[src/design/hhfs_pkg.sv]
// ----------------------------------------------------------------------------
// hhfs_pkg: shared types and constants of the header field scanner
// Byte codes, status codes and the records that pass between the front end,
// the scan engine and the output queue.
// ----------------------------------------------------------------------------
package hhfs_pkg;

  // widths of the result fields
  localparam int unsigned OffW    = 12;
  localparam int unsigned HdrNumW = 5;
  localparam int unsigned StatusW = 2;

  // byte codes the scanner reacts to
  localparam logic [7:0] ChCr    = 8'h0D;
  localparam logic [7:0] ChLf    = 8'h0A;
  localparam logic [7:0] ChColon = 8'h3A;
  localparam logic [7:0] ChSpace = 8'h20;

  // final status codes
  typedef enum logic [StatusW-1:0] {
    StSuccess   = 2'd0,
    StMalformed = 2'd1,
    StTooMany   = 2'd2
  } status_e;

  // result kinds
  localparam logic KindHeader = 1'b0;
  localparam logic KindStatus = 1'b1;

  // classified byte handed from the front end to the scan engine
  typedef struct packed {
    logic            scan;      // byte is judged by the scanner
    logic            overlong;  // byte lies beyond the buffer limit
    logic            last;      // final byte of the buffer
    logic            crlf;      // judged byte and its successor are CR LF
    logic            term;      // the two bytes after that are CR LF too
    logic            colon;
    logic            space;
    logic [OffW-1:0] pos;       // position of the judged byte
  } item_t;

  // one result record
  typedef struct packed {
    logic               kind;
    status_e            status;
    logic [HdrNumW-1:0] number;
    logic [OffW-1:0]    name_off;
    logic [OffW-1:0]    name_len;
    logic [OffW-1:0]    value_off;
    logic [OffW-1:0]    value_len;
    logic               final_res;
  } result_t;

endpackage

[src/design/hhfs_if.sv]
// ----------------------------------------------------------------------------
// hhfs channel interfaces
// Byte input channel and result output channel, valid/ready handshake.
// ----------------------------------------------------------------------------
interface hhfs_in_if;
  logic       valid;
  logic       ready;
  logic [7:0] data_byte;
  logic       end_of_buffer;

  modport source (output valid, data_byte, end_of_buffer, input ready);
  modport sink (input valid, data_byte, end_of_buffer, output ready);
endinterface

interface hhfs_out_if;
  logic        valid;
  logic        ready;
  logic        result_kind;
  logic [1:0]  parse_status;
  logic [4:0]  header_number;
  logic [11:0] name_offset;
  logic [11:0] name_length;
  logic [11:0] value_offset;
  logic [11:0] value_length;
  logic        final_result;

  modport source (
    output valid, result_kind, parse_status, header_number, name_offset,
           name_length, value_offset, value_length, final_result,
    input  ready
  );
  modport sink (
    input  valid, result_kind, parse_status, header_number, name_offset,
           name_length, value_offset, value_length, final_result,
    output ready
  );
endinterface

[src/design/http_header_field_scanner.sv]
// ----------------------------------------------------------------------------
// http_header_field_scanner: HTTP header field tokeniser
// Streams a request buffer a byte per beat and reports header offsets.
// ----------------------------------------------------------------------------
// in_i carries one buffer byte per beat, end_of_buffer marking the last one.
// out_o carries result records: one header record per header closed by a
// CR LF (name and value offsets and lengths, value offset after the spaces
// following the colon), and one status record with final_result set on the
// last byte of each buffer. Bytes up to the first CR LF are skipped.
// Throughput: one byte per cycle while the queues have room. A final byte
// that both closes the last header and ends the buffer is held in the scan
// engine while its two records go out one per cycle.
// A two-entry queue between intake and scan engine and a two-entry result
// queue let either side stall; when out_o stalls, beats keep flowing until
// the result queue holds two records, the item queue then fills up,
// and in_i drops ready.
// Reset clears all queues and scanner state; the block then waits for the
// first byte of a new buffer. After each status record it is back in that
// state for the next buffer.
// ----------------------------------------------------------------------------
module http_header_field_scanner #(
  parameter int unsigned MAX_HEADERS      = 32,
  parameter int unsigned MAX_BUFFER_BYTES = 4096
) (
  input  logic            clk_i,
  input  logic            rst_ni,
  hhfs_in_if.sink         in_i,
  hhfs_out_if.source      out_o
);

  localparam int unsigned ItemW = $bits(hhfs_pkg::item_t);
  localparam int unsigned ResW  = $bits(hhfs_pkg::result_t);

  hhfs_pkg::item_t   fr_item, bk_item;
  logic              fr_valid, fr_ready, bk_valid, bk_ready;
  hhfs_pkg::result_t bk_res, out_res;
  logic              res_valid, res_ready;

  // byte intake and classification
  hhfs_front #(
    .MAX_BUFFER_BYTES(MAX_BUFFER_BYTES)
  ) u_front (
    .clk_i          (clk_i),
    .rst_ni         (rst_ni),
    .in_valid_i     (in_i.valid),
    .in_ready_o     (in_i.ready),
    .data_byte_i    (in_i.data_byte),
    .end_of_buffer_i(in_i.end_of_buffer),
    .q_valid_o      (fr_valid),
    .q_ready_i      (fr_ready),
    .q_item_o       (fr_item)
  );

  // queue between intake and scan engine
  hhfs_fifo #(
    .Width(ItemW),
    .Depth(2)
  ) u_item_q (
    .clk_i      (clk_i),
    .rst_ni     (rst_ni),
    .in_valid_i (fr_valid),
    .in_ready_o (fr_ready),
    .in_data_i  (fr_item),
    .out_valid_o(bk_valid),
    .out_ready_i(bk_ready),
    .out_data_o (bk_item)
  );

  // scan engine
  hhfs_back #(
    .MAX_HEADERS(MAX_HEADERS)
  ) u_back (
    .clk_i    (clk_i),
    .rst_ni   (rst_ni),
    .q_valid_i(bk_valid),
    .q_ready_o(bk_ready),
    .q_item_i (bk_item),
    .r_valid_o(res_valid),
    .r_ready_i(res_ready),
    .r_data_o (bk_res)
  );

  // result queue, registered output side
  hhfs_fifo #(
    .Width(ResW),
    .Depth(2)
  ) u_res_q (
    .clk_i      (clk_i),
    .rst_ni     (rst_ni),
    .in_valid_i (res_valid),
    .in_ready_o (res_ready),
    .in_data_i  (bk_res),
    .out_valid_o(out_o.valid),
    .out_ready_i(out_o.ready),
    .out_data_o (out_res)
  );

  // result beat fields
  assign out_o.result_kind   = out_res.kind;
  assign out_o.parse_status  = out_res.status;
  assign out_o.header_number = out_res.number;
  assign out_o.name_offset   = out_res.name_off;
  assign out_o.name_length   = out_res.name_len;
  assign out_o.value_offset  = out_res.value_off;
  assign out_o.value_length  = out_res.value_len;
  assign out_o.final_result  = out_res.final_res;

endmodule

[src/design/hhfs_fifo.sv]
// ----------------------------------------------------------------------------
// hhfs_fifo: small flop based queue
// Ring of registers with valid/ready on both sides; full throughput when
// pushing and popping in the same cycle.
// ----------------------------------------------------------------------------
module hhfs_fifo #(
  parameter int unsigned Width = 8,
  parameter int unsigned Depth = 2
) (
  input  logic             clk_i,
  input  logic             rst_ni,
  input  logic             in_valid_i,
  output logic             in_ready_o,
  input  logic [Width-1:0] in_data_i,
  output logic             out_valid_o,
  input  logic             out_ready_i,
  output logic [Width-1:0] out_data_o
);

  localparam int unsigned PtrW = (Depth > 1) ? $clog2(Depth) : 1;
  localparam int unsigned CntW = $clog2(Depth + 1);

  logic [Width-1:0] mem_q [Depth];
  logic [PtrW-1:0]  wr_q, wr_d, rd_q, rd_d;
  logic [CntW-1:0]  cnt_q, cnt_d;
  logic             push, pop;

  assign in_ready_o  = (cnt_q != CntW'(Depth));
  assign out_valid_o = (cnt_q != '0);
  assign out_data_o  = mem_q[rd_q];
  assign push        = in_valid_i && in_ready_o;
  assign pop         = out_valid_o && out_ready_i;

  // pointer and fill count update
  always_comb begin
    wr_d  = wr_q;
    rd_d  = rd_q;
    cnt_d = cnt_q;
    if (push) begin
      wr_d = (wr_q == PtrW'(Depth - 1)) ? '0 : wr_q + PtrW'(1);
    end
    if (pop) begin
      rd_d = (rd_q == PtrW'(Depth - 1)) ? '0 : rd_q + PtrW'(1);
    end
    if (push && !pop) begin
      cnt_d = cnt_q + CntW'(1);
    end else if (pop && !push) begin
      cnt_d = cnt_q - CntW'(1);
    end
  end

  always_ff @(posedge clk_i or negedge rst_ni) begin
    if (!rst_ni) begin
      wr_q  <= '0;
      rd_q  <= '0;
      cnt_q <= '0;
    end else begin
      wr_q  <= wr_d;
      rd_q  <= rd_d;
      cnt_q <= cnt_d;
    end
  end

  // storage
  always_ff @(posedge clk_i) begin
    if (push) begin
      mem_q[wr_q] <= in_data_i;
    end
  end

endmodule

[src/design/hhfs_front.sv]
// ----------------------------------------------------------------------------
// hhfs_front: byte intake and classification
// Keeps the three-byte lookahead window, the byte position and the search
// for the end of the request line, and classifies each byte for the scanner.
// ----------------------------------------------------------------------------
module hhfs_front #(
  parameter int unsigned MAX_BUFFER_BYTES = 4096
) (
  input  logic                clk_i,
  input  logic                rst_ni,
  input  logic                in_valid_i,
  output logic                in_ready_o,
  input  logic [7:0]          data_byte_i,
  input  logic                end_of_buffer_i,
  output logic                q_valid_o,
  input  logic                q_ready_i,
  output hhfs_pkg::item_t     q_item_o
);

  localparam int unsigned PosW = $clog2(MAX_BUFFER_BYTES + 1);
  localparam int unsigned OffW = hhfs_pkg::OffW;

  // line search phases
  localparam logic [1:0] PhSeek = 2'd0;
  localparam logic [1:0] PhWait = 2'd1;
  localparam logic [1:0] PhScan = 2'd2;

  logic [23:0]        win_q, win_d;
  logic [PosW-1:0]    pos_q, pos_d;
  logic [1:0]         phase_q, phase_d;
  logic               accept, overlong;
  logic [PosW+OffW-1:0] pos_wide;
  logic [7:0]         c0, c1, c2;

  assign in_ready_o = q_ready_i;
  assign q_valid_o  = in_valid_i;
  assign accept     = in_valid_i && q_ready_i;
  assign overlong   = (pos_q >= PosW'(MAX_BUFFER_BYTES));
  assign pos_wide   = {{OffW{1'b0}}, pos_q};
  assign c0         = win_q[23:16];
  assign c1         = win_q[15:8];
  assign c2         = win_q[7:0];

  // classify the byte three places back
  always_comb begin
    q_item_o.scan     = !overlong && (phase_q == PhScan);
    q_item_o.overlong = overlong;
    q_item_o.last     = end_of_buffer_i;
    q_item_o.crlf     = (c0 == hhfs_pkg::ChCr) && (c1 == hhfs_pkg::ChLf);
    q_item_o.term     = (c2 == hhfs_pkg::ChCr) && (data_byte_i == hhfs_pkg::ChLf);
    q_item_o.colon    = (c0 == hhfs_pkg::ChColon);
    q_item_o.space    = (c0 == hhfs_pkg::ChSpace);
    q_item_o.pos      = pos_wide[OffW-1:0] - OffW'(3);
  end

  // window, position and phase
  always_comb begin
    win_d   = win_q;
    pos_d   = pos_q;
    phase_d = phase_q;
    if (accept) begin
      if (end_of_buffer_i) begin
        win_d   = '0;
        pos_d   = '0;
        phase_d = PhSeek;
      end else begin
        win_d = {win_q[15:0], data_byte_i};
        if (!overlong) begin
          pos_d = pos_q + PosW'(1);
          unique case (phase_q)
            PhSeek: begin
              if ((c2 == hhfs_pkg::ChCr) && (data_byte_i == hhfs_pkg::ChLf)) begin
                phase_d = PhWait;
              end
            end
            PhWait:  phase_d = PhScan;
            default: phase_d = phase_q;
          endcase
        end
      end
    end
  end

  always_ff @(posedge clk_i or negedge rst_ni) begin
    if (!rst_ni) begin
      win_q   <= '0;
      pos_q   <= '0;
      phase_q <= PhSeek;
    end else begin
      win_q   <= win_d;
      pos_q   <= pos_d;
      phase_q <= phase_d;
    end
  end

endmodule

[src/design/hhfs_back.sv]
// ----------------------------------------------------------------------------
// hhfs_back: header scan engine
// Runs the border, name, colon and value scanner on classified beats and
// writes header records and the final status to the result queue.
// ----------------------------------------------------------------------------
module hhfs_back #(
  parameter int unsigned MAX_HEADERS = 32
) (
  input  logic                clk_i,
  input  logic                rst_ni,
  input  logic                q_valid_i,
  output logic                q_ready_o,
  input  hhfs_pkg::item_t     q_item_i,
  output logic                r_valid_o,
  input  logic                r_ready_i,
  output hhfs_pkg::result_t   r_data_o
);

  localparam int unsigned HcW  = $clog2(MAX_HEADERS + 1);
  localparam int unsigned OffW = hhfs_pkg::OffW;
  localparam int unsigned NumW = hhfs_pkg::HdrNumW;

  // scanner states
  localparam logic [1:0] ScBorder = 2'd0;
  localparam logic [1:0] ScName   = 2'd1;
  localparam logic [1:0] ScColon  = 2'd2;
  localparam logic [1:0] ScValue  = 2'd3;

  logic [1:0]        sstate_q, sstate_d, sstate_n;
  logic              acf_q, acf_d, acf_n;
  logic [OffW-1:0]   border_q, border_d, border_n;
  logic [OffW-1:0]   colon_q, colon_d, colon_n;
  logic [OffW-1:0]   space_q, space_d, space_n;
  logic [HcW-1:0]    hc_q, hc_d, hc_n;
  hhfs_pkg::status_e status_q, status_d, status_n;
  logic              done_q, done_d, done_n;
  logic              pend_q, pend_d;
  logic              hdr_emit, go;
  logic [HcW+NumW-1:0] num_wide;
  logic [OffW-1:0]   voff;
  hhfs_pkg::result_t hdr_rec, stat_rec;

  assign go = q_valid_i && r_ready_i;

  // scanner step on the current beat
  always_comb begin
    sstate_n = sstate_q;
    acf_n    = acf_q;
    border_n = border_q;
    colon_n  = colon_q;
    space_n  = space_q;
    hc_n     = hc_q;
    status_n = status_q;
    done_n   = done_q;
    hdr_emit = 1'b0;
    if (q_item_i.overlong) begin
      if (status_q == hhfs_pkg::StSuccess) begin
        status_n = hhfs_pkg::StMalformed;
      end
      done_n = 1'b1;
    end else if (q_item_i.scan && !done_q) begin
      priority if (q_item_i.crlf) begin
        if (sstate_q != ScBorder) begin
          status_n = hhfs_pkg::StMalformed;
          done_n   = 1'b1;
        end else if (hc_q >= HcW'(MAX_HEADERS)) begin
          status_n = hhfs_pkg::StTooMany;
          done_n   = 1'b1;
        end else begin
          hdr_emit = (hc_q != '0);
          if (q_item_i.term) begin
            done_n = 1'b1;
          end else begin
            border_n = q_item_i.pos;
            hc_n     = hc_q + HcW'(1);
            sstate_n = ScName;
          end
        end
      end else if (q_item_i.colon) begin
        if (sstate_q == ScName) begin
          status_n = hhfs_pkg::StMalformed;
          done_n   = 1'b1;
        end else if (sstate_q == ScColon) begin
          colon_n  = q_item_i.pos;
          space_n  = '0;
          sstate_n = ScValue;
          acf_n    = 1'b1;
        end
      end else if (q_item_i.space) begin
        if ((sstate_q != ScValue) && (sstate_q != ScBorder)) begin
          status_n = hhfs_pkg::StMalformed;
          done_n   = 1'b1;
        end else if (acf_q) begin
          space_n = space_q + OffW'(1);
        end
      end else begin
        if (sstate_q == ScName) begin
          sstate_n = ScColon;
        end else if (sstate_q == ScValue) begin
          sstate_n = ScBorder;
        end
        acf_n = 1'b0;
      end
    end
  end

  // header record from the state before this beat
  assign num_wide = {{NumW{1'b0}}, hc_q - HcW'(1)};
  assign voff     = colon_q + space_q + OffW'(1);

  always_comb begin
    hdr_rec.kind      = hhfs_pkg::KindHeader;
    hdr_rec.status    = hhfs_pkg::StSuccess;
    hdr_rec.number    = num_wide[NumW-1:0];
    hdr_rec.name_off  = border_q + OffW'(2);
    hdr_rec.name_len  = colon_q - border_q - OffW'(2);
    hdr_rec.value_off = voff;
    hdr_rec.value_len = q_item_i.pos - voff;
    hdr_rec.final_res = 1'b0;
  end

  // status record: after a split beat the state already holds the update
  always_comb begin
    stat_rec           = '0;
    stat_rec.kind      = hhfs_pkg::KindStatus;
    stat_rec.final_res = 1'b1;
    if (pend_q) begin
      stat_rec.status = done_q ? status_q : hhfs_pkg::StMalformed;
    end else begin
      stat_rec.status = done_n ? status_n : hhfs_pkg::StMalformed;
    end
  end

  // beat sequencing and result writes
  always_comb begin
    sstate_d  = sstate_q;
    acf_d     = acf_q;
    border_d  = border_q;
    colon_d   = colon_q;
    space_d   = space_q;
    hc_d      = hc_q;
    status_d  = status_q;
    done_d    = done_q;
    pend_d    = pend_q;
    q_ready_o = 1'b0;
    r_valid_o = 1'b0;
    r_data_o  = stat_rec;
    if (go) begin
      if (pend_q || (q_item_i.last && !hdr_emit)) begin
        // status closes the buffer, back to reset state
        r_valid_o = 1'b1;
        r_data_o  = stat_rec;
        q_ready_o = 1'b1;
        pend_d    = 1'b0;
        sstate_d  = ScBorder;
        acf_d     = 1'b0;
        border_d  = '0;
        colon_d   = '0;
        space_d   = '0;
        hc_d      = '0;
        status_d  = hhfs_pkg::StSuccess;
        done_d    = 1'b0;
      end else begin
        r_valid_o = hdr_emit;
        r_data_o  = hdr_rec;
        q_ready_o = !q_item_i.last;
        pend_d    = q_item_i.last;
        sstate_d  = sstate_n;
        acf_d     = acf_n;
        border_d  = border_n;
        colon_d   = colon_n;
        space_d   = space_n;
        hc_d      = hc_n;
        status_d  = status_n;
        done_d    = done_n;
      end
    end
  end

  always_ff @(posedge clk_i or negedge rst_ni) begin
    if (!rst_ni) begin
      sstate_q <= ScBorder;
      acf_q    <= 1'b0;
      border_q <= '0;
      colon_q  <= '0;
      space_q  <= '0;
      hc_q     <= '0;
      status_q <= hhfs_pkg::StSuccess;
      done_q   <= 1'b0;
      pend_q   <= 1'b0;
    end else begin
      sstate_q <= sstate_d;
      acf_q    <= acf_d;
      border_q <= border_d;
      colon_q  <= colon_d;
      space_q  <= space_d;
      hc_q     <= hc_d;
      status_q <= status_d;
      done_q   <= done_d;
      pend_q   <= pend_d;
    end
  end

  // a held status only waits on the final beat of a buffer
  assert property (@(posedge clk_i) disable iff (!rst_ni)
    pend_q |-> (q_valid_i && q_item_i.last))
    else $error("pending status without a final beat");

  // header count never passes the limit
  assert property (@(posedge clk_i) disable iff (!rst_ni)
    hc_q <= HcW'(MAX_HEADERS))
    else $error("header count beyond limit");

  // a written status record leaves the scanner in its reset state
  assert property (@(posedge clk_i) disable iff (!rst_ni)
    (r_valid_o && r_ready_i && r_data_o.final_res) |=>
      (hc_q == '0) && !done_q && !pend_q && (sstate_q == ScBorder))
    else $error("scanner not cleared after status");

  // a split final beat always follows a header record
  assert property (@(posedge clk_i) disable iff (!rst_ni)
    $rose(pend_q) |-> $past(r_valid_o && (r_data_o.kind == hhfs_pkg::KindHeader)))
    else $error("split beat without a header record");

endmodule
[src/flat_wrapper.sv]
// flat-port wrapper written by rule: the top's interface ports become plain ports
module http_header_field_scanner_flat 
#(
  parameter int unsigned MAX_HEADERS      = 32,
  parameter int unsigned MAX_BUFFER_BYTES = 4096
)
  (clk_i, rst_ni, in_i_valid, in_i_data_byte, in_i_end_of_buffer, in_i_ready, out_o_valid, out_o_result_kind, out_o_parse_status, out_o_header_number, out_o_name_offset, out_o_name_length, out_o_value_offset, out_o_value_length, out_o_final_result, out_o_ready);
  hhfs_in_if in_i_i ();
  hhfs_out_if out_o_i ();
  input  logic clk_i;
  input  logic rst_ni;
  input wire logic [$bits(in_i_i.valid)-1:0] in_i_valid;
  input wire logic [$bits(in_i_i.data_byte)-1:0] in_i_data_byte;
  input wire logic [$bits(in_i_i.end_of_buffer)-1:0] in_i_end_of_buffer;
  output wire logic [$bits(in_i_i.ready)-1:0] in_i_ready;
  output wire logic [$bits(out_o_i.valid)-1:0] out_o_valid;
  output wire logic [$bits(out_o_i.result_kind)-1:0] out_o_result_kind;
  output wire logic [$bits(out_o_i.parse_status)-1:0] out_o_parse_status;
  output wire logic [$bits(out_o_i.header_number)-1:0] out_o_header_number;
  output wire logic [$bits(out_o_i.name_offset)-1:0] out_o_name_offset;
  output wire logic [$bits(out_o_i.name_length)-1:0] out_o_name_length;
  output wire logic [$bits(out_o_i.value_offset)-1:0] out_o_value_offset;
  output wire logic [$bits(out_o_i.value_length)-1:0] out_o_value_length;
  output wire logic [$bits(out_o_i.final_result)-1:0] out_o_final_result;
  input wire logic [$bits(out_o_i.ready)-1:0] out_o_ready;
  assign in_i_i.valid = in_i_valid;
  assign in_i_i.data_byte = in_i_data_byte;
  assign in_i_i.end_of_buffer = in_i_end_of_buffer;
  assign in_i_ready = in_i_i.ready;
  assign out_o_valid = out_o_i.valid;
  assign out_o_result_kind = out_o_i.result_kind;
  assign out_o_parse_status = out_o_i.parse_status;
  assign out_o_header_number = out_o_i.header_number;
  assign out_o_name_offset = out_o_i.name_offset;
  assign out_o_name_length = out_o_i.name_length;
  assign out_o_value_offset = out_o_i.value_offset;
  assign out_o_value_length = out_o_i.value_length;
  assign out_o_final_result = out_o_i.final_result;
  assign out_o_i.ready = out_o_ready;
  http_header_field_scanner #(.MAX_HEADERS(MAX_HEADERS), .MAX_BUFFER_BYTES(MAX_BUFFER_BYTES)) u_core (.clk_i(clk_i), .rst_ni(rst_ni), .in_i(in_i_i), .out_o(out_o_i));
endmodule
[config.mk]
export PLATFORM = sky130hd
export DESIGN_NAME = http_header_field_scanner_flat
export DESIGN_NICKNAME = d
export VERILOG_FILES = /design/src/design/hhfs_pkg.sv /design/src/design/hhfs_if.sv /design/src/design/http_header_field_scanner.sv /design/src/design/hhfs_fifo.sv /design/src/design/hhfs_front.sv /design/src/design/hhfs_back.sv /design/src/flat_wrapper.sv
export SDC_FILE = /design/constraint.sdc
export NUM_CORES = 1
export LEC_CHECK = 0
export ABC_CLOCK_PERIOD_IN_PS = 6100
export BUFFER_PORTS_ARGS = -buffer_cell sky130_fd_sc_hd__buf_2
export CAP_MARGIN = 15
export CORE_MARGIN = 5
export CORE_UTILIZATION = 61
export DETAILED_ROUTE_END_ITERATION = 12
export GPL_TIMING_DRIVEN = 0
export PLACE_DENSITY = 0.77
export SYNTH_ARGS = -nofsm -noshare
export SYNTH_HDL_FRONTEND = slang
export SYNTH_SLANG_ARGS = --single-unit
[constraint.sdc]
create_clock -name clk_i -period 6.1 [get_ports clk_i]
set_input_delay 0.915 -clock clk_i [delete_from_list [all_inputs] [get_ports clk_i]]
set_output_delay 0.915 -clock clk_i [all_outputs]
set_load 0.02 [all_outputs]
; ---- Word level (Yosys, flattened, before mapping)
; Memories as Yosys holds them, arrays and structs flattened.
; Index checks and enable logic that the tools add are counted.
; W data, S select, Z words.
[word_totals]
n_memories = 2
out_inout_bits = 59
wordCells = 228
regBits = 96
in_bits = 13
mem_bits_ro = 0
ramBits = 152
latchBits = 0
[mem_list]
columns = name, depth, width, rd, rd_ports_with_merged_regs, write_ports, line
row1 = u_core.u_res_q.mem_q, 2, 57, 1, 0, 1, hhfs_fifo.sv:23  ; logic [Width-1:0] mem_q [Depth];
row2 = u_core.u_item_q.mem_q, 2, 19, 1, 0, 1, hhfs_fifo.sv:23
[op_classes]
reduce_logical = 47
n_mux = 108
n_shift = 0
mul = 0
n_eq_ne = 32
n_addsub = 19
div_mod_pow = 0
n_bitwise = 0
n_lt_le_gt_ge = 2
[op_table]
columns = cell, n
row1 = $mux W12, 24
row2 = $mux W57, 2
row3 = $mux W2, 34
row4 = $mux W6, 7
row5 = $mux W1, 37
row6 = $eq A8 B4 Y1 const B, 4
row7 = $mux W13, 2
row8 = $add A12 B1 Y12 const B, 2
row9 = $mux W24, 1
row10 = $sub A12 B12 Y12, 2
row11 = $sub A12 B2 Y12 const B, 2
row12 = $reduce_and A7 Y1, 3
row13 = $ne A3 B3 Y1 const B, 6
row14 = $reduce_bool A2 Y1, 9
row15 = $eq A8 B6 Y1 const B, 2
row16 = $logic_and A1 B1 Y1, 15
row17 = $ne A2 B2 Y1 const B, 7
row18 = $add A13 B1 Y13 const B, 1
row19 = $ge A13 B13 Y1 const B, 1
row20 = $add A12 B12 Y12, 1
row21 = $add A12 B2 Y12 const B, 1
row22 = $reduce_and A10 Y1, 1
row23 = $reduce_and A9 Y1, 1
row24 = $reduce_bool A3 Y1, 3
row25 = 21 further kinds, 40

; ---- Longest topological paths before layout
; Gate-level depths: netlist (run 1).
[logic_depth]
depth_word = 16
ltp_mapped = 16
ltp_nobuf = 16

; ---- Modules after synthesis
; A second synthesis (run 1) with hierarchy kept.
[hier_totals]
cells_unflattened = 1086
hier_area_um2 = 12617.1
[by_module_without_submodules]
columns = module, area_per_inst_um2, cells_per_inst, seq_area_each_um2, n_inst
row1 = hhfs_back, 4475.5, 566, 1226.2, 1
row2 = hhfs_fifo at u_core.u_res_q, 4383.0, 195, 3523.4, 1
row3 = hhfs_front, 2169.6, 248, 975.9, 1
row4 = hhfs_fifo at u_core.u_item_q, 1589.0, 77, 1241.2, 1

; ---- Worst setup path after synthesis (run 1)
; No wires, ideal clock.
[synth_timing]
path_type = flip-flop to flip-flop
startpoint = register u_core.u_item_q.rd_q
endpoint = memory u_core.u_res_q.mem_q[0][0] (netlist name) (enable)
path_buffers = 1
path_stages_with_launch = 7
setup_time_ns = 0.477
period_less_slack_ns = 4.455
setup_slack_ns = 1.645
arrival_time_ns = 3.978
required_time_ns = 5.623
cell_sequence = dfrtp_1 buf_6 or3b_1 a21oi_2 nand3_1 a21oi_1 nor2b_1
[synth_between]
elab_chain_len = 12
elab_cells_between_ends = 13
cone_classes = mux (7) / reduce/logical (5) / memory (1)
[synth_rtl]
columns = element, line
row1 = start: declaration, hhfs_fifo.sv:24  ; logic [PtrW-1:0] wr_q, wr_d, rd_q, rd_d;
row2 = start signal: assignment, hhfs_fifo.sv:59  ; rd_q <= rd_d;
row3 = $mem_v2 Z2 W19 *, -
row4 = $mux W1 or $logic_and A1 B1 Y1 (tied branches), "hhfs_back.sv:62, hhfs_back.sv:61"
row5 = $mux W1, hhfs_back.sv:61  ; end else if (q_item_i.scan && !done_q) begin
row6 = $mux W1, hhfs_back.sv:56  ; if (q_item_i.overlong) begin
row7 = $logic_not A1 Y1, hhfs_back.sv:149  ; if (pend_q || (q_item_i.last && !hdr_emit)) begin
row8 = $logic_and A1 B1 Y1, hhfs_back.sv:149
row9 = $logic_or A1 B1 Y1, hhfs_back.sv:149
row10 = $mux W1 *, hhfs_back.sv:149
row11 = $mux W1 *, hhfs_back.sv:148  ; if (go) begin
row12 = $logic_and A1 B1 Y1 *, hhfs_fifo.sv:31  ; assign push = in_valid_i && in_ready_o;
row13 = named net u_core.u_res_q.push, hhfs_fifo.sv:26  ; logic push, pop;
row14 = $mux W1 *, hhfs_fifo.sv:66  ; if (push) begin
row15 = $mux W1 (implied by the code) *, hhfs_fifo.sv:67  ; mem_q[wr_q] <= in_data_i;
row16 = end: declaration, hhfs_fifo.sv:23
; Mark *: on every way through the listed nets, which the timed path passes. The rest lies on a longest branch.

==> results.cfg, run 1 <==
[die]
die_w_um = 152.5
pin_count = 72
rows = 52
dieArea_um2 = 23260
initial_core_util = 0.6163
core-area_um2 = 20100
die_h_um = 152.5

[layout]
seqCellArea_um2 = 6907
nNetsFinal = 1258
final_common_cell = edfxtp_1
final_area_um2 = 13980
syn2layout_area_growth_pct = 12.84
drive_above_1_share = 0.1769
fillerInstances = 1444
multi_input_area_um2 = 5080
n_antenna_cell = 0
final_cell_mix = edfxtp_1 (150), nand2_1 (115), dfrtp_1 (96)

[detailed_routing]
topRoutingLayerUsed = met4
dr.pass1.iters = 5
ant_nets = 0
drt-total-wl_um = 26100
met1_length_um = 11140
wl_per_cell_um = 17.71
drc = 0
avgViaCountPerCell = 5.758
drt_iter0_drc = 497
via_count = 8488
met2_length_um = 12970
wl_met3_um = 1315

[status]
status = complete, no violations

[yosys]
netlist_area_um2 = 12390
synth-simple-area-share = 0.1345
async_flop_share = 0.3902
syn_avg_cell_area_um2 = 11.41
seq_area_frac_synth = 0.5574
synth-adder-area-share = 0.06039
syn_inst = 1086
synth_seq_cells = 246
ys_warn_count = 0
synth_edf_count = 150
ys.flop_type = edfxtp_1
synth_compound_area_frac = 0.09714
synth_mux_area_frac = 0.06947
synth_cell_type_count = 73
synth_top_family_by_area = simple AND/OR/NAND/NOR gates
synth-xor-area-share = 0.04736
syn_nets = 1157

[placed_design]
dpl-instance-area_um2 = 13170
gp_congestion = 0.9115
dp_hpwl_um = 19030
io_buffers = 71

[clock_tree]
cts_inserted_buffers = 25
clock_sinks = 246
cts_root_buffer = clkbuf_16
cts_tree = built
cts_buffer_depth = 3
cts_setup_buffers = 0
cts_max_level = 1
holdBufCountCts = 0
clkLatencyLatePin_ns = 0.53
cts_resized = 0
clk_pin_slew_worst_paths_ns = 0.07

[timing]
clock_skew_ns = 0.01825
setup_viol = 0
period_share = 0.6436
holdWs_ns = 0.4070
setup_tns_ns = 0
hold_viol_final = 0
slew_violations = 0
period_minus_slack_ns = 3.926
rsz0062_at_grt = false
fmax_mhz = 254.7
relSlewSlack = 0.3743
tightest_slew_ns = 0.9365

[worst_setup_path]
critPathArrivalTime_ns = 4.19
regToRegEndpoint = u_core.u_res_q.mem_q[0][12]
path_class = flop to flop
start_kind = flop
cp_max_fo = 3
cpMaxStageDelayCell = a311oi_1
crit_path_start = u_core.u_back.colon_q[0]
reg2reg_depth = 16
r2r_slack_ns = 2.17
r2r-start = u_core.u_back.colon_q[0]
required_ns = 6.36
crit_chain = inv_1 > ha_1 > fa_1 > nand2b_1 > nand2b_1 > a21oi_1 > o21bai_1 > a21oi_1 > xor2_1 > ha_1 > o21a_1 > nor2_1 > a311oi_1 > o2111ai_1 > a211o_1 > and3_1
critPathMaxStageDelay_ns = 0.50
critPathCapture = u_core.u_res_q.mem_q[0][12]
end_kind = flop

[grt]
grt_pass1_vias = 8360
antenna_found_initial = 0
grt_first_pass_wirelength_um = 42460
overflow = 0
grt_use_total = 0.2223
grt_max_degree = 51

[min_path]
hp-class = input pin to async pin

[power]
p_leak_nw = 5.597
power.density_nw_per_um2 = 591.8
ir_drop_mv = 0.2952

[job]
timing.max_cap.violations = 0
cell type report:
| class | count | share of cell area |
|---|---|---|
| Buffer | 41 | 0.01378 |
| Timing Repair Buffer | 74 | 0.03042 |
| Tap cell | 270 | 0.02416 |
| Sequential cell | 246 | 0.4940 |
| Multi-Input combinational cell | 739 | 0.3633 |
| Inverter | 60 | 0.01611 |
| Clock buffer | 29 | 0.04582 |
| Clock inverter | 15 | 0.01244 |
power breakdown:
group | leakage [nW] | internal [W] | switching [W]
clock | 0.402 | 0.000917 | 0.000615
combinational | 2.52 | 0.00145 | 0.00244
sequential | 2.68 | 0.00258 | 0.000277
cells in the mapped netlist, types with 8 or more instances:
library cell	n	area share
ha_1	55	0.056
and3_1	13	0.0066
mux2i_1	8	0.0065
clkbuf_1	28	0.0085
mux2_2	68	0.062
xnor2_1	32	0.023
edfxtp_1	150	0.36
nor3_1	19	0.0077
or3_1	9	0.0045
o21ai_0	80	0.032
nand3_1	26	0.011
xor2_1	35	0.025
nand2_1	115	0.035
nor2_1	92	0.028
dfrtp_1	96	0.19
inv_1	58	0.018
nand2b_1	8	0.0040
nor2b_1	10	0.0050
a21oi_1	42	0.017
a21o_1	14	0.0085
cells by family (layout without fill, tap and decap cells):
| family | Yosys count | after routing |
|---|---|---|
| compound gates | 192 | 192 |
| xor+xnor | 67 | 67 |
| fa+ha+maj | 58 | 58 |
| buf+inv | 101 | 219 |
| flops | 246 | 246 |
| mux | 77 | 77 |
| simple gates | 345 | 345 |
metal layers:
metal | GRT usage | vias to the layer above
met4 | 0.06406 | 0
met3 | 0.03380 | 60
met1 | 0.2921 | 4102
met5 | 0 | -
met2 | 0.3870 | 235
li1 | - | 4091
critical path, delay by kind of cell (launching register included):
family | cells | cell delay, ns
buffers and inverters | 1 | 0.09
adders and majority gates | 3 | 1.00
and+or+nand+nor | 4 | 0.52
AOI/OAI and AO/OA | 7 | 1.53
DFF | 1 | 0.35
xor gates and xnor gates | 1 | 0.17
worst min path at each step:
stage	start	cells past startpoint	to
after floorplan	u_core.u_res_q.wr_q	1	u_core.u_res_q.wr_q
after global placement	u_core.u_res_q.wr_q	1	u_core.u_res_q.wr_q
after detailed placement	u_core.u_front.win_q[2]	2	u_core.u_front.win_q[2]
after CTS	rst_ni	1	u_core.u_res_q.rd_q
after global routing	rst_ni	1	u_core.u_back.hc_q[2]
final	rst_ni	1	u_core.u_back.hc_q[0]
stage by stage:
step                utilization  instances  worst slack, ns  total power, W
floorplan                     -       1086            1.645        0.005614
global route             0.6955       1474            1.996        0.008829
CTS                      0.6955       1474            2.219        0.008305
global placement         0.6508       1427           0.3138        0.006606
finish                   0.6955       1474            2.174        0.008275
detailed placement       0.6550       1430            2.252        0.006748
flip-flops by register name (all words and copies together) (netlist names), 6 cells and up:
register and count:
u_core.u_res_q.mem_q 112, u_core.u_item_q.mem_q 38, u_core.u_front.win_q 24, u_core.u_front.pos_q 13
u_core.u_back.border_q 12, u_core.u_back.colon_q 12, u_core.u_back.space_q 12, u_core.u_back.hc_q 6
(Power assumes the default switching activity.)
==> inputs of run 2 (changes only) <==
--- a/config.mk
+++ b/config.mk
@@ -5,14 +5,14 @@
 export SDC_FILE = /design/constraint.sdc
 export NUM_CORES = 1
 export LEC_CHECK = 0
-export ABC_CLOCK_PERIOD_IN_PS = 6100
+export ABC_CLOCK_PERIOD_IN_PS = 3600
 export BUFFER_PORTS_ARGS = -buffer_cell sky130_fd_sc_hd__buf_2
 export CAP_MARGIN = 15
 export CORE_MARGIN = 5
-export CORE_UTILIZATION = 61
+export CORE_UTILIZATION = 55
 export DETAILED_ROUTE_END_ITERATION = 12
 export GPL_TIMING_DRIVEN = 0
-export PLACE_DENSITY = 0.77
+export PLACE_DENSITY = 0.73
 export SYNTH_ARGS = -nofsm -noshare
 export SYNTH_HDL_FRONTEND = slang
 export SYNTH_SLANG_ARGS = --single-unit
==> constraint.sdc (replaced) <==
create_clock -name clk_i -period 3.6 [get_ports clk_i]
set_input_delay 0.54 -clock clk_i [delete_from_list [all_inputs] [get_ports clk_i]]
set_output_delay 0.54 -clock clk_i [all_outputs]
set_load 0.02 [all_outputs]
==> results.cfg, run 2 (same netlist as run 1, synthesis figures left out) <==
[placed_design]
dpl.cell_count = 1447
io_buffers = 71
gp_congestion = 0.9078
dpl-instance-area_um2 = 13220
dp_hpwl_um = 18880

[timing]
tightest_slew_ns = 0.8213
period_share = 0.9629
fmax_mhz = 288.5
hold_viol_final = 0
clock_skew_ns = 0.01309
period_minus_slack_ns = 3.466
setup_viol = 0
slew_violations = 0
relSlewSlack = 0.4524
holdWs_ns = 0.03136

[detailed_routing]
drt-total-wl_um = 26130
drt_iter0_drc = 606
dr.pass1.iters = 5
avgViaCountPerCell = 5.607
ant_nets = 0
via_count = 8405
wl_per_cell_um = 17.43
drc = 0

[clock_tree]
cts_inserted_buffers = 27
cts_tree = built
cts_buffer_depth = 3
cts_max_level = 1
cts_root_buffer = clkbuf_16
clkLatencyLatePin_ns = 0.53
clock_sinks = 246
clk_pin_slew_worst_paths_ns = 0.06

[layout]
n_antenna_cell = 0
syn2layout_area_growth_pct = 14.53
instances_no_fill = 1499
fillerInstances = 1782
drive_above_1_share = 0.1919
nNetsFinal = 1265
final_common_cell = edfxtp_1
final_cell_mix = edfxtp_1 (150), nand2_1 (115), dfrtp_1 (96)
finalCoreUtilization = 0.6326
largest_register_ffs = 112
regMostFlops = u_core.u_res_q.mem_q
top_regs = u_core.u_res_q.mem_q: 112 flops, u_core.u_item_q.mem_q: 38 flops, u_core.u_front.win_q: 24 flops
final_area_um2 = 14190

[status]
status = complete, no violations

[worst_setup_path]
critPathMaxStageDelay_ns = 0.37
path_class = flop to flop
critPathArrivalTime_ns = 3.75
start_kind = flop
crit_chain = inv_1 > ha_2 > fa_2 > nand2b_4 > nand2b_4 > a21oi_2 > o21bai_1 > a21oi_1 > xor2_1 > ha_1 > o21a_1 > nor2_1 > a311oi_2 > o2111ai_2 > a211o_1 > and3_4
cpMaxStageDelayCell = a311oi_2
worst_path_most_repeated_cell = nand2b_4
end_kind = flop
cp_max_fo = 3
required_ns = 3.88

[die]
pin_count = 72
die_w_um = 160.1
initial_core_util = 0.5523
dieArea_um2 = 25630
die_h_um = 160.1
rows = 55
core-area_um2 = 22430

[grt]
grt_max_degree = 51
met2_usage = 0.3451
use_met3 = 0.02994
grt_use_total = 0.2045
overflow = 0
antenna_found_initial = 0
grt_first_pass_wirelength_um = 43350
busiest_layer = met2
grt_util_met1 = 0.2779
grt_pass1_vias = 8487

[power]
pwr-share-clk = 0.193
switchingPower_w = 0.005721
ir_drop_mv = 0.4573
p_leak_nw = 5.673
power_w = 0.01430
power.density_nw_per_um2 = 1008
p_seq_frac = 0.337
p_int_w = 0.008582
switching_share = 0.4000
combPwrFrac = 0.470

[job]
timing.max_cap.violations = 0

[min_path]
hp-class = input pin to async pin
-- run 2: cell count changes in the layout (fill, tap and decap cells not counted), moves of 2 or more --
cell / before / now
clkinv_2: 7 / 3
buf_4: 4 / 7
a211oi_1: 4 / 2
a211oi_2: 0 / 2
buf_8: 0 / 2
clkbuf_1: 32 / 34
clkbuf_16: 25 / 27
clkinv_1: 4 / 6
inv_6: 0 / 2
nand2b_1: 8 / 6
nand2b_4: 0 / 2
-- run 2: through the flow --
step / setup TNS (ns) / worst slack (ns)
after floorplan: 0 / 0.2053
after global placement: -69.58 / -0.7515
after detailed placement: -1.071 / -0.2279
after CTS: 0 / 0.007689
after global routing: -0.03196 / -0.01616
final: 0 / 0.1336
-- run 2: worst paths after layout --
path                                     startpoint                     endpoint  slack [ns]  cells after the start
max reg2reg                u_core.u_back.space_q[0]  u_core.u_res_q.mem_q[1][12]        0.13                     16
max                        u_core.u_back.space_q[0]  u_core.u_res_q.mem_q[1][12]        0.13                     16
min reg2reg                 u_core.u_front.win_q[2]      u_core.u_front.win_q[2]        0.50                      2
min in group clk_i                in_i_data_byte[5]      u_core.u_front.win_q[5]        0.27                      3
min                                          rst_ni          u_core.u_res_q.rd_q        0.03                      1
max in group asynchronous                    rst_ni      u_core.u_front.pos_q[7]        2.88                      2
-- run 2: layout make-up --
cell class                      count  area (µm²)  area share
Sequential cell                   246        6907      0.4867
Buffer                             41       193.9     0.01367
Tap cell                          285       356.6     0.02513
Timing Repair Buffer               79       478.0     0.03368
Clock inverter                     15       178.9     0.01261
Inverter                           60       225.2     0.01587
Clock buffer                       34       711.9     0.05017
Multi-Input combinational cell    739        5140      0.3622
-- run 2: power by group through the flow --
stage	Sequential [W]	Clock (W)	Combinational, W
after global routing	0.00493	0.00294	0.00741
final	0.00482	0.00276	0.00672
after floorplan	0.00474	0	0.00476
after detailed placement	0.00487	0	0.00662
after global placement	0.00487	0	0.00637
after CTS	0.00482	0.00282	0.00668
-- run 2: critical path: cells and delay by family, from the launching register on --
kind                     cells  cell delay [ns]
buffers and inverters        1             0.08
AO/OA/AOI/OAI                7             1.28
XOR/XNOR                     1             0.17
flip-flops                   1             0.36
adder cells (fa/ha/maj)      3             0.88
AND/OR/NAND/NOR              4             0.46
-- run 2: routing by layer --
layer,vias up,wire length (µm),part of all wire
met5,-,0,0
met4,0,625,0.024
met3,45,1247,0.048
met2,187,12680,0.49
met1,4073,11580,0.44
li1,4100,-,-
-- run 2: what timing repair did --
item,4_1_cts,5_1_grt
hold buffers,0,0
pin swaps,1,5
resized for setup,2,13
cloned,0,0
endpoints found under the setup margin,6,6
buffers inserted,0,3
